<file path="src/hdl/cau_div_step.sv">
`timescale 1ns / 1ps
// ----------------------------------------------------------------------------
// cau_div_step
// One restoring division stage for both quotients; resolves quotient bit SHIFT.
// ----------------------------------------------------------------------------
module cau_div_step #(
   parameter int CW    = 130,
   parameter int DW    = 64,
   parameter int QW    = 34,
   parameter int SW    = 8,
   parameter int SHIFT = 0
) (
   input  logic          clock,
   input  logic          reset,
   input  logic          en,
   input  logic          in_valid,
   input  logic [SW-1:0] in_side,
   input  logic [DW-1:0] in_den,
   input  logic [CW-1:0] in_rem_re,
   input  logic [CW-1:0] in_rem_im,
   input  logic [QW-1:0] in_q_re,
   input  logic [QW-1:0] in_q_im,
   output logic          out_valid,
   output logic [SW-1:0] out_side,
   output logic [DW-1:0] out_den,
   output logic [CW-1:0] out_rem_re,
   output logic [CW-1:0] out_rem_im,
   output logic [QW-1:0] out_q_re,
   output logic [QW-1:0] out_q_im
);

   logic          valid_ff;
   logic [SW-1:0] side_ff;
   logic [DW-1:0] den_ff;
   logic [CW-1:0] rem_re_ff, rem_im_ff, rem_re_in, rem_im_in, dsh;
   logic [QW-1:0] q_re_ff, q_im_ff, q_re_in, q_im_in;

   always_comb begin
      dsh       = CW'(in_den) << SHIFT;
      rem_re_in = in_rem_re;
      rem_im_in = in_rem_im;
      q_re_in   = in_q_re;
      q_im_in   = in_q_im;
      if (in_rem_re >= dsh) begin
         rem_re_in      = in_rem_re - dsh;
         q_re_in[SHIFT] = 1'b1;
      end
      if (in_rem_im >= dsh) begin
         rem_im_in      = in_rem_im - dsh;
         q_im_in[SHIFT] = 1'b1;
      end
   end

   always_ff @(posedge clock) begin
      if (reset) begin
         valid_ff <= 1'b0;
      end else if (en) begin
         valid_ff <= in_valid;
      end
   end

   always_ff @(posedge clock) begin
      if (en) begin
         side_ff   <= in_side;
         den_ff    <= in_den;
         rem_re_ff <= rem_re_in;
         rem_im_ff <= rem_im_in;
         q_re_ff   <= q_re_in;
         q_im_ff   <= q_im_in;
      end
   end

   assign out_valid  = valid_ff;
   assign out_side   = side_ff;
   assign out_den    = den_ff;
   assign out_rem_re = rem_re_ff;
   assign out_rem_im = rem_im_ff;
   assign out_q_re   = q_re_ff;
   assign out_q_im   = q_im_ff;

endmodule

</file>
<file path="config.mk">
export PLATFORM = sky130hd
export DESIGN_NAME = cau_div_step
export DESIGN_NICKNAME = d
export VERILOG_FILES = /design/src/hdl/cau_div_step.sv
export SDC_FILE = /design/constraint.sdc
export NUM_CORES = 1
export LEC_CHECK = 0
export BUFFER_PORTS_ARGS = -buffer_cell sky130_fd_sc_hd__clkbuf_2
export CORE_AREA = 2 2 317 319
export CTS_BUF_LIST = sky130_fd_sc_hd__clkbuf_16
export DETAILED_ROUTE_END_ITERATION = 6
export DIE_AREA = 0 0 319 321
export PLACE_DENSITY = 0.5
export SYNTH_ARGS = -nofsm -noshare
export SYNTH_HDL_FRONTEND = slang
export SYNTH_SLANG_ARGS = --single-unit
</file>
<file path="constraint.sdc">
create_clock -name clock -period 4 [get_ports clock]
set_input_delay 0.4 -clock clock [delete_from_list [all_inputs] [get_ports clock]]
set_output_delay 0.4 -clock clock [all_outputs]
set_load 0.01 [all_outputs]
</file>
Yosys cells after proc, flatten, opt, wreduce, memory -nomap -nowiden
Index checks and enable logic that the tools add are counted.
{ "totals": {"elab_cells": 15, "reg_bits": 401, "input_bits": 404, "out_inout_bits": 401} }
{ "classes": {"muxes": 2, "order_cmp": 2, "n_addsub": 2} }
{ "ops": {"columns": ["cell", "count"], "rows": [
  ["130-bit by 64-bit greater-or-equal comparator with 1-bit output", 2],
  ["130-bit 2-to-1 mux", 2],
  ["130-bit by 64-bit subtractor with 130-bit output", 2]
]} }

Depth between registers and ports, before layout
Gate-level depths: netlist (run 1).
{ "logic_depth": {"word_depth": 2, "ltp_mapped": 16, "depth_no_buf": 14} }

Worst setup path before layout (run 1)
Ideal clock, no wire load.
{ "synth_path": {"path_type": "input port to flip-flop", "from": "in in_rem_im[0]", "to": "reg rem_im_ff[124], in the netlist out_rem_im[124], data pin", "required_ps": 3742, "cell_stages": 14, "n_path_buf": 0, "slack_ps": 248, "setup_time_ps": 258, "arrival_ps": 3494, "path_cell_list": "inv_1 ha_1 inv_1 fa_1 a211oi_1 o21ai_0 a31oi_1 o21bai_1 a31oi_1 o311a_1 or4b_1 nor2_1 nand3_1 xnor2_1"} }
{ "synth_via": {"elab_chain_cells": 2, "elab_cells_between_ends": 3, "classes_between": "add/sub (1); order compare (1); mux (1)"} }
{ "synth_rtl": {"columns": ["item", "line", "text"], "rows": [
  ["start, declared", "20", "input logic [CW-1:0] in_rem_im,"],
  ["130-bit by 64-bit subtractor with 130-bit output or 130-bit by 64-bit greater-or-equal comparator with 1-bit output (tied branches)", "49, 48", null],
  ["130-bit 2-to-1 mux *", "48", "if (in_rem_im >= dsh) begin"],
  ["via rem_im_in[124]", "35", "logic [CW-1:0] rem_re_ff, rem_im_ff, rem_re_in, rem_im_in, dsh;"],
  ["end signal, assigned", "67", "rem_im_ff <= rem_im_in;"],
  ["end, declared", "35", null]
]} }
The timed path passes the listed nets; every way through them passes the cells marked *.
A chain may end at the register's enable or synchronous reset.

Worst setup path in the final report (run 1)
{ "layout_path": {"from": "in in_den[20]", "to": "reg rem_re_ff[113], in the netlist out_rem_re[113], data pin"} }
{ "layout_via": {"elab_chain_cells": 2, "elab_cells_between_ends": 3, "classes_between": "add/sub (1); order compare (1); mux (1)"} }
{ "layout_rtl": {"columns": ["item", "line", "text"], "rows": [
  ["start, declared", "18", "input logic [DW-1:0] in_den,"],
  ["130-bit by 64-bit subtractor with 130-bit output or 130-bit by 64-bit greater-or-equal comparator with 1-bit output (tied branches)", "45, 44", null],
  ["130-bit 2-to-1 mux *", "44", "if (in_rem_re >= dsh) begin"],
  ["via rem_re_in[113]", "35", null],
  ["end signal, assigned", "66", "rem_re_ff <= rem_re_in;"],
  ["end, declared", "35", null]
]} }
Marks and branches as above.

==> PnR_summary.wiki, run 1 <==
{| class="wikitable"
! Metric !! Value
|-
| Clk Tree Root Cell || clkbuf_16
|-
| Total nets after synthesis || 3144
|-
| GRT Total Usage || 0.235
|-
| Post-Place Cells || 5050
|-
| Maximum operating frequency || 259 MHz
|-
| Number of search-and-repair iterations in the first detailed-routing pass || 5
|-
| Initial Utilization || 0.258
|-
| Post-route cell area || 0.0375 mm2
|-
| Power density over the cells || 370 mW/mm2
|-
| Startpoint of the most critical register-to-register path || out_valid
|-
| Part of the cycle the worst path needs || 0.964
|-
| Max rail drop VDD || 0.310 mV
|-
| Count of final setup violators || 0
|-
| Via density per instance || 4.91
|-
| Cell repeated most along the worst path || buf_4
|-
| Min Tclk post-route || 3860 ps
|-
| Pin slew with the least headroom to its limit || 932 ps
|-
| Most used DFF post-synth || edfxtp_1
|-
| Hold crit path type || input pin to flop
|-
| Number of warnings issued by yosys || 0
|-
| CP Capture Type || flop
|-
| Worst-path cell chain || dlygate4sd3_1 -> clkbuf_2 -> inv_1 -> ha_1 -> buf_4 -> a21oi_1 -> buf_4 -> a21oi_1 -> a21boi_0 -> buf_4 -> o221ai_1 -> a21oi_1 -> buf_4 -> buf_4 -> o21ai_0 -> buf_4 -> a31oi_1 -> nand3b_4 -> nor4_4 -> xor2_1
|-
| Number of unique standard cell types used by synthesis || 86
|-
| Top cell types by occurrence after synthesis || edfxtp_1, nand2_1, a21oi_1, nor2_1, o21ai_0
|-
| Insertion delay of the later-clocked pin in the worst-skew pair || 620 ps
|-
| Most area-hungry cell type in the Yosys netlist || edfxtp_1
|-
| Die footprint || 0.102 mm2
|-
| Number of cells produced by synthesis || 2610
|-
| Slowest stage cell, crit path || dlygate4sd3_1
|-
| Iteration-0 DRC Markers || 1785
|-
| Area of the core region || 0.0993 mm2
|-
| CP max stage delay || 540 ps
|-
| Post-CTS Repair Setup Buffers || 0
|-
| Worst Min Path Start || in_den[34]
|-
| Setup CP Type || input pin to flop
|-
| Top-area cell type share of the netlist area || 0.469
|-
| Pin count of the biggest net entering global routing || 80
|-
| Top post-synthesis cells by area || edfxtp_1, ha_1, a21oi_1
|-
| Final HPWL from detailed placement || 106000 um
|-
| Site Rows || 116
|-
| Share of synthesized flip-flops with an asynchronous set or reset || 0
|-
| Critical path arrival || 4240 ps
|-
| Routed Antenna Nets || 0
|-
| Tot Pwr || 0.0139 W
|-
| TritonCTS clock tree || built
|-
| Most used standard cell by instance count after synthesis || edfxtp_1
|-
| Cell type group with the largest total delay on the critical path || buffers and inverters
|-
| H-tree depth reported by CTS || 2
|-
| Overall die width || 319 um
|-
| Initial antenna violation count || 26
|-
| End of the worst register-to-register path || out_valid
|-
| Worst hold slack across all endpoints || 55.1 ps
|-
| Final routed wirelength across all metal layers || 126000 um
|-
| Number of fillers in the final layout || 10200
|-
| Final standard cell count with taps included and fillers excluded || 5292
|-
| Setup slack, reg-to-reg || 2860 ps
|-
| Buffers added on ports || 804
|-
| Post-synthesis register bit count || 401
|-
| First-pass GRT wire length || 176000 um
|-
| Final Hold Fails || 0
|-
| Total DRC errors in the routed layout || 0
|-
| CP Launch Type || input pin
|-
| Final core area utilization || 0.378
|-
| Fraction of layout instances using a drive strength above 1 || 0.349
|-
| Slew Viols, Final || 0
|-
| Depth of the most critical reg-to-reg path || 3
|-
| Setup repair after global routing missed its margin || false
|-
| Syn avg cell area || 9.81 um2
|-
| Routed vias || 26000
|-
| Outcome || completed
|-
| Vias in the first global route || 26000
|-
| Top-level I/O count || 805
|-
| Routability-driven placement congestion ratio || 0.911
|-
| Total placed instance area || 0.0344 mm2
|-
| Post-layout net count || 4474
|-
| Global route total overflow || 0
|-
| Count of buffer and inverter cells on the critical path || 9
|-
| Max Clock Skew || 0 ps
|-
| Netlist Area Pre-Place || 0.0256 mm2
|-
| Hold-critical path depth || 1
|-
| Required @ worst endpoint || 4380 ps
|-
| Headroom to the max-slew limit || 0.373
|-
| CTS Buf Count || 51
|-
| Clock tree sinks || 401
|-
| Max-cap violation count || 0
|-
| EDFF count, synth || 400
|-
| WHS Endpoint || out_den[34]
|-
| Fraction of the yosys area taken by sequential cells || 0.470
|-
| Critical path fanouts, max || 8
|-
| Die height || 321 um
|-
| Leakage power figure || 16.0 nW
|-
| Longest Clk Path Bufs || 3
|-
| Area growth from synthesis to layout || 46.4%
|-
| WL per Instance || 23.9 um
|-
| Clock slew seen by the registers of the worst setup and hold paths || 60 ps
|}
==> timing repair <==
action | in CTS | in global routing
hold buffers | 134 | 1
gates resized for setup | 0 | 10
hold endpoints to repair | 133 | 1
endpoints found under the setup margin | 0 | 27
==> final cells by class <==
class                   instances  area, um2  area share
diodes                         11       27.5    0.000734
clock buffers                  53       1330      0.0354
clock inverters                43        382      0.0102
inverters                     108        405      0.0108
multi-input cells            1995      12800       0.341
flip-flops and latches        401      12000       0.321
well taps                    1298       1620      0.0433
repair buffers               1383       8910       0.238
==> kinds of logic (layout without fill, tap and decap cells) <==
logic type	Yosys count	count (layout)	synth area share
compound gates	655	655	0.156
simple gates	956	956	0.190
other cells	0	11	0
flops	401	401	0.470
buf+inv	214	1587	0.0330
mux	2	2	0.000831
xor+xnor	252	252	0.0862
fa+ha+maj	130	130	0.0641
==> worst register-to-register path: stages (launching register included) <==
cell	delay [ps]
dfxtp_1	310
mux2i_1	120
nor2_1	50
dlygate4sd3_1	550
==> layer usage <==
metal	up-vias	track usage	wire length, um
met3	170	0.0555	8620
met5	-	0	132
met2	921	0.418	62500
met1	12400	0.280	51100
li1	12400	-	-
met4	24	0.0736	3870
==> where the power goes <==
part           internal (W)  switching, W
combinational       0.00154       0.00217
clock               0.00275       0.00204
sequential          0.00519      0.000165
total               0.00948       0.00438
==> layout by cell type (no fill, tap or decap), types with 20 or more instances in the layout <==
cell type,n
clkbuf_2,803
buf_4,429
edfxtp_1,400
nand2_1,252
a21oi_1,242
nor2_1,221
o21ai_0,177
xor2_1,137
dlygate4sd3_1,135
ha_1,128
xnor2_1,115
inv_1,114
nand4_1,84
nor3_1,76
nor4_1,57
nand3_1,57
a21o_1,56
clkbuf_16,53
or3_1,46
or4_1,25
o21bai_1,25
nand2b_1,22
o21a_1,20
==> metrics by stage <==
stage          worst slack, ps  setup TNS, ps
6_report                   142              0
5_1_grt                   10.2              0
4_1_cts                   24.2              0
3_5_place_dp              -270          -1500
3_3_place_gp              -229          -1460
2_1_floorplan              248              0
==> sequential cells by signal, indices dropped and copies added (netlist names) <==
name / cells
out_valid: 1
out_rem_im: 130
out_q_im: 34
out_den: 64
out_q_re: 34
out_side: 8
out_rem_re: 130
==> worst max path at each step <==
| stage | to | slack, ps | cells after the start | startpoint |
|---|---|---|---|---|
| floorplan | out_rem_im[124] | 250 | 14 | in_rem_im[0] |
| global placement | out_rem_im[111] | -230 | 14 | in_den[4] |
| detailed placement | out_rem_im[111] | -270 | 14 | in_den[4] |
| CTS | out_rem_im[111] | 20 | 15 | in_den[40] |
| global route | out_rem_im[111] | 10 | 17 | in_den[39] |
| finish | out_rem_re[113] | 140 | 20 | in_den[20] |
No activity file was read; power rests on OpenSTA's default activity.
==> inputs of run 2 (changes only) <==
- BUFFER_PORTS_ARGS: -buffer_cell sky130_fd_sc_hd__clkbuf_2 -> -buffer_cell sky130_fd_sc_hd__buf_2
==> run 2 against run 1 <==
  * Combinational power about the same
  * First-iteration DRC count rose by 8.2%
  * Largest cell class unchanged
  * Largest power group unchanged
  * Hold slack got worse by 5.2 ps
  * Total power up 1.2%
  * Wire length is 0.55% lower
  * Critical path type unchanged
  * Clock skew unchanged
  * Register-to-register slack about the same
  * Clock power increased by 4%
==> PnR_summary.wiki, run 2 (same netlist as run 1, synthesis figures left out) <==
{| class="wikitable"
! Metric !! Value
|-
| Top library cells by usage in the layout, fill and taps aside || buf_2, buf_4, edfxtp_1
|-
| Insertion delay of the later-clocked pin in the worst-skew pair || 600 ps (-20 ps)
|-
| Setup repair after global routing missed its margin || false
|-
| Clock slew seen by the registers of the worst setup and hold paths || 60 ps (about the same)
|-
| WL per Instance || 23.8 um (-0.31%)
|-
| Max-cap violation count || 0 (unchanged)
|-
| Number of search-and-repair iterations in the first detailed-routing pass || 7 (+2)
|-
| Clk Tree Root Cell || clkbuf_16
|-
| Total DRC errors in the routed layout || 0 (unchanged)
|-
| CP Launch Type || input pin
|-
| Fraction of layout instances using a drive strength above 1 || 0.355 (+0.00541)
|-
| Global route total overflow || 0 (unchanged)
|-
| Clock tree sinks || 401 (unchanged)
|-
| Post-route cell area || 0.0376 mm2 (+0.43%)
|-
| Site Rows || 116 (unchanged)
|-
| Routed vias || 26000 (-0.073%)
|-
| Area of the core region || 0.0993 mm2 (unchanged)
|-
| Overall die width || 319 um (unchanged)
|-
| Area growth from synthesis to layout || 47.0%
|-
| Iteration-0 DRC Markers || 1932 (+8.2%)
|-
| Slew Viols, Final || 0 (unchanged)
|-
| Critical path arrival || 4230 ps (about the same)
|-
| Part of the cycle the worst path needs || 0.974 (+0.00974)
|-
| Headroom to the max-slew limit || 0.426 (+0.0526)
|-
| Final core area utilization || 0.379 (+0.00163)
|-
| GRT Total Usage || 0.234 (-0.00122)
|-
| Top-level I/O count || 805 (unchanged)
|-
| TritonCTS clock tree || built
|-
| Die height || 321 um (unchanged)
|-
| Final standard cell count with taps included and fillers excluded || 5279 (-0.25%)
|-
| Required @ worst endpoint || 4340 ps (-40 ps)
|-
| Worst hold slack across all endpoints || 49.8 ps (-5.24 ps)
|-
| Routed Antenna Nets || 0 (unchanged)
|-
| Initial Utilization || 0.258 (unchanged)
|-
| Vias in the first global route || 25800 (-0.85%)
|-
| Pin slew with the least headroom to its limit || 839 ps (-92.7 ps)
|-
| Longest Clk Path Bufs || 3 (unchanged)
|-
| CP Capture Type || flop
|-
| First-pass GRT wire length || 175000 um (-0.26%)
|-
| Die footprint || 0.102 mm2 (unchanged)
|-
| Count of final setup violators || 0 (unchanged)
|-
| Post-layout net count || 4468 (-0.13%)
|-
| Critical path fanouts, max || 4 (-4)
|-
| Power density over the cells || 373 mW/mm2 (+0.77%)
|-
| H-tree depth reported by CTS || 2 (unchanged)
|-
| Hold crit path type || input pin to flop
|-
| Post-Place Cells || 5047 (-0.059%)
|-
| Maximum operating frequency || 257 MHz (-1.0%)
|-
| Outcome || completed
|-
| Final HPWL from detailed placement || 105000 um (-0.66%)
|-
| CTS Buf Count || 51 (unchanged)
|-
| Max rail drop VDD || 0.272 mV (-12%)
|-
| Leakage power figure || 15.9 nW (-0.91%)
|-
| Min Tclk post-route || 3900 ps (+39.0 ps)
|-
| Tot Pwr || 0.0140 W (+1.2%)
|-
| Setup CP Type || input pin to flop
|-
| Buffers added on ports || 804 (unchanged)
|-
| Pin count of the biggest net entering global routing || 74 (-7.5%)
|-
| Routability-driven placement congestion ratio || 0.926 (+1.7%)
|-
| Via density per instance || 4.92 (+0.17%)
|-
| Initial antenna violation count || 27 (+3.8%)
|-
| Final routed wirelength across all metal layers || 126000 um (-0.55%)
|-
| Max Clock Skew || 0 ps (unchanged)
|-
| Final Hold Fails || 0 (unchanged)
|-
| Post-CTS Repair Setup Buffers || 0 (unchanged)
|-
| Most frequent standard cell in the layout excluding fill and tap cells || buf_2
|-
| Total placed instance area || 0.0344 mm2 (about the same)
|}
-- run 2: cell count changes in the layout (fill, tap and decap cells not counted), moves of 3 or more --
cell / previous run / this run
buf_12: 15 / 18
buf_2: 0 / 803
buf_4: 429 / 423
bufinv_16: 5 / 10
clkbuf_2: 803 / 0
clkinvlp_4: 6 / 3
diode_2: 11 / 8
dlygate4sd3_1: 135 / 132
inv_1: 114 / 111
nor4_1: 57 / 48
nor4_2: 5 / 14
-- run 2: power breakdown --
group / leakage (nW) / switching [W] / internal (W) / total (W)
Clock: 0.874 / 0.00198 / 0.00299 / 0.00497
Sequential: 3.92 / 0.000142 / 0.00519 / 0.00533
Combinational: 11.1 / 0.00218 / 0.00155 / 0.00373
Total: 15.9 / 0.00430 / 0.00973 / 0.0140
-- run 2: final cells by class --
type                            count  area, um2
Antenna cell                        8       20.0
Clock buffer                       51       1280
Inverter                          108        405
Multi-Input combinational cell   1995      12900
Timing Repair Buffer             1377       8890
Sequential cell                   401      12000
Clock inverter                     41        492
Fill cell                       10200      61600
Tap cell                         1298       1620
-- run 2: metal layers --
metal  part of all wire  vias to the layer above  global-route usage
met2               0.50                      882               0.417
met3              0.067                      162              0.0548
met4              0.027                       30              0.0603
li1                   -                    12400                   -
met1               0.41                    12500               0.282
met5             0.0014                        -                   0
-- run 2: final timing paths --
| check | from | endpoint | slack (ps) | cells past startpoint |
|---|---|---|---|---|
| setup / recovery | in_den[42] | out_rem_im[117] | 100 | 16 |
| hold / removal | in_den[30] | out_den[30] | 50 | 1 |
| setup reg to reg | out_valid | out_valid | 2860 | 3 |
| hold reg to reg | out_valid | out_valid | 1050 | 3 |
-- run 2: what timing repair did --
action / in CTS / in global routing
endpoints found under the hold margin: 131 / 0
hold buffers: 132 / 0
endpoints found under the setup margin: 0 / 56
resized for setup: 0 / 32
-- run 2: worst max-delay path: stages --
cell	delay [ps]
dlygate4sd3_1	510
buf_2	130
inv_1	180
ha_1	410
nand4_1	180
nor4_1	300
buf_4	170
nand2_1	40
a21oi_1	160
a311oi_2	120
a2111oi_0	830
buf_4	240
o21a_1	160
buf_4	120
a21oi_1	90
xor2_1	190
-- run 2: through the flow --
stage               setup slack [ps]  TNS (ps)
detailed placement              -399     -5320
CTS                             4.90         0
finish                           103         0
global route                    1.11         0
global placement                -321     -5120
floorplan                        248         0
==> inputs of run 3 (changes only) <==
- CORE_AREA: 2 2 317 319 -> 2 2 313 315
- DIE_AREA: 0 0 319 321 -> 0 0 315 317
- PLACE_DENSITY: 0.5 -> 0.51
==> run 3 against run 2 <==
  * Via count is 1.8% lower
  * Global-route usage is 0.069 points higher
  * Design area is 2.7% lower
  * Utilization is 0.11 points higher
==> PnR_summary.wiki, run 3 (same netlist as run 1, synthesis figures left out) <==
{| class="wikitable"
! Metric !! Value
|-
| Outcome || completed
|-
| CP Capture Type || flop
|-
| Count of final setup violators || 0 (unchanged)
|-
| Clock tree sinks || 401 (unchanged)
|-
| Die footprint || 0.0999 mm2 (-2.5%)
|-
| Longest Clk Path Bufs || 3 (unchanged)
|-
| CP Launch Type || input pin
|-
| Slowest stage cell, crit path || dlygate4sd3_1
|-
| Critical path arrival || 4240 ps (about the same)
|-
| Final routed wirelength across all metal layers || 123000 um (-2.1%)
|-
| Global route total overflow || 0 (unchanged)
|-
| First-pass GRT wire length || 171000 um (-2.6%)
|-
| Max Clock Skew || 0 ps (unchanged)
|-
| CTS Buf Count || 50 (-2.0%)
|-
| Worst-path cell chain || dlygate4sd3_1 -> buf_2 -> inv_1 -> ha_1 -> buf_4 -> nand2_1 -> or4_1 -> nor2_1 -> nand4_1 -> o31a_2 -> o211a_4 -> a221oi_4 -> buf_6 -> nand3_1 -> a41oi_2 -> xor2_1
|-
| Routed Antenna Nets || 0 (unchanged)
|-
| Min Tclk post-route || 3890 ps (-5.20 ps)
|-
| GRT Total Usage || 0.235 (+0.000692)
|-
| Number of fillers in the final layout || 9869 (-3.1%)
|-
| H-tree depth reported by CTS || 2 (unchanged)
|-
| Hold crit path type || input pin to flop
|-
| Sequential cell area || 0.0120 mm2 (unchanged)
|-
| WL per Instance || 23.8 um (+0.24%)
|-
| Depth of the most critical reg-to-reg path || 3 (unchanged)
|-
| CP max stage delay || 520 ps (-310 ps)
|-
| Via density per instance || 4.94 (+0.51%)
|-
| Maximum operating frequency || 257 MHz (+0.13%)
|-
| Final HPWL from detailed placement || 103000 um (-2.2%)
|-
| Pin slew with the least headroom to its limit || 929 ps (+90.0 ps)
|-
| Slew Viols, Final || 0 (unchanged)
|-
| Routability-driven placement congestion ratio || 0.939 (+1.4%)
|-
| Initial Utilization || 0.266 (+0.00802)
|-
| Top library cells by usage in the layout, fill and taps aside || buf_2, edfxtp_1, buf_4
|-
| Fraction of layout instances using a drive strength above 1 || 0.333 (-0.0216)
|-
| Overall die width || 315 um (-1.3%)
|-
| Vias in the first global route || 25500 (-1.0%)
|-
| Clk Tree Root Cell || clkbuf_16
|-
| Setup repair after global routing missed its margin || false
|-
| Clock slew seen by the registers of the worst setup and hold paths || 50 ps (about the same)
|-
| Top-level I/O count || 805 (unchanged)
|-
| Required @ worst endpoint || 4340 ps (about the same)
|-
| Tot Pwr || 0.0135 W (-3.7%)
|-
| Insertion delay of the later-clocked pin in the worst-skew pair || 630 ps (+30 ps)
|-
| Pin count of the biggest net entering global routing || 82 (+11%)
|-
| Total DRC errors in the routed layout || 0 (unchanged)
|-
| Final standard cell count with taps included and fillers excluded || 5156 (-2.3%)
|-
| Buffers added on ports || 804 (unchanged)
|-
| Power density over the cells || 369 mW/mm2 (-0.99%)
|-
| Setup CP Type || input pin to flop
|-
| Initial antenna violation count || 29 (+7.4%)
|-
| Max rail drop VDD || 0.315 mV (+16%)
|-
| Post-layout net count || 4364 (-2.3%)
|-
| Leakage power figure || 15.3 nW (-3.6%)
|-
| Area of the multi-input gates || 0.0128 mm2 (-0.45%)
|-
| Iteration-0 DRC Markers || 1824 (-5.6%)
|-
| Area of the core region || 0.0963 mm2 (-3.0%)
|-
| Worst hold slack across all endpoints || 48.6 ps (-1.24 ps)
|-
| Post-Place Cells || 4916 (-2.6%)
|-
| Hold-critical path depth || 1 (unchanged)
|-
| Max-cap violation count || 0 (unchanged)
|-
| Number of search-and-repair iterations in the first detailed-routing pass || 5 (-2)
|-
| Site Rows || 114 (-1.7%)
|-
| Part of the cycle the worst path needs || 0.973 (-0.00130)
|-
| Most frequent standard cell in the layout excluding fill and tap cells || buf_2
|-
| Routed vias || 25500 (-1.8%)
|-
| TritonCTS clock tree || built
|-
| Die height || 317 um (-1.2%)
|-
| Final Hold Fails || 0 (unchanged)
|-
| Critical path fanouts, max || 7 (+3)
|-
| Area growth from synthesis to layout || 43.0%
|-
| Headroom to the max-slew limit || 0.375 (-0.0512)
|}
## run 3: cell count changes in the layout (fill, tap and decap cells not counted), sizes merged
cell         before   now
dlygate4sd3     132   134
bufinv           10     5
diode             8    12
inv             120   121
buf            1245  1140
clkinv           16    18
## run 3: cell type report
class                      instances  share of cell area
antenna                           12            0.000820
clock buffer                      51              0.0349
clock inverter                    39             0.00929
inverter                         108              0.0111
multi-input combinational       1995               0.351
sequential                       401               0.329
tap                             1276              0.0436
timing repair buffer            1274               0.221
## run 3: per-stage QoR
step	setup TNS, ps	area (um2)	worst slack [ps]	util
finish	0	36600	109	0.380
global route	0	36600	1.87	0.380
CTS	0	36400	23.5	0.378
detailed placement	-5660	33500	-294	0.348
global placement	-4890	33500	-302	0.348
floorplan	0	25600	248	-
## run 3: critical path, delay by kind of cell
kind / cells / cell delay, ps
simple gates: 5 / 1090
buf+inv: 5 / 1040
fa+ha+maj: 1 / 310
compound gates: 4 / 1280
xor+xnor: 1 / 110
## run 3: power breakdown
| part | internal, W | switching (W) | leakage, nW | total (W) |
|---|---|---|---|---|
| clock network | 0.00264 | 0.00195 | 0.813 | 0.00459 |
| registers | 0.00519 | 0.000149 | 3.92 | 0.00534 |
| logic | 0.00145 | 0.00213 | 10.6 | 0.00358 |
## run 3: final timing paths
kind / startpoint / endpoint / slack, ps
worst min-delay path: in_den[25] / out_den[25] / 50
worst max-delay path: in_den[19] / out_rem_re[117] / 110
worst max register to register: out_valid / out_valid / 2860
worst min register to register: out_valid / out_valid / 1040
## run 3: layer usage
metal	global-route usage	part of all wire	routed length (um)
met5	0	0.00098	120
met4	0.0736	0.031	3870
met3	0.0567	0.071	8730
met2	0.411	0.49	60300
met1	0.283	0.41	50000
## run 3: what timing repair did
item / CTS / global route
hold buffers: 133 / 1
endpoints found under the hold margin: 132 / 1
setup buffers: 0 / 4
resized for setup: 0 / 27
setup endpoints to repair: 0 / 57
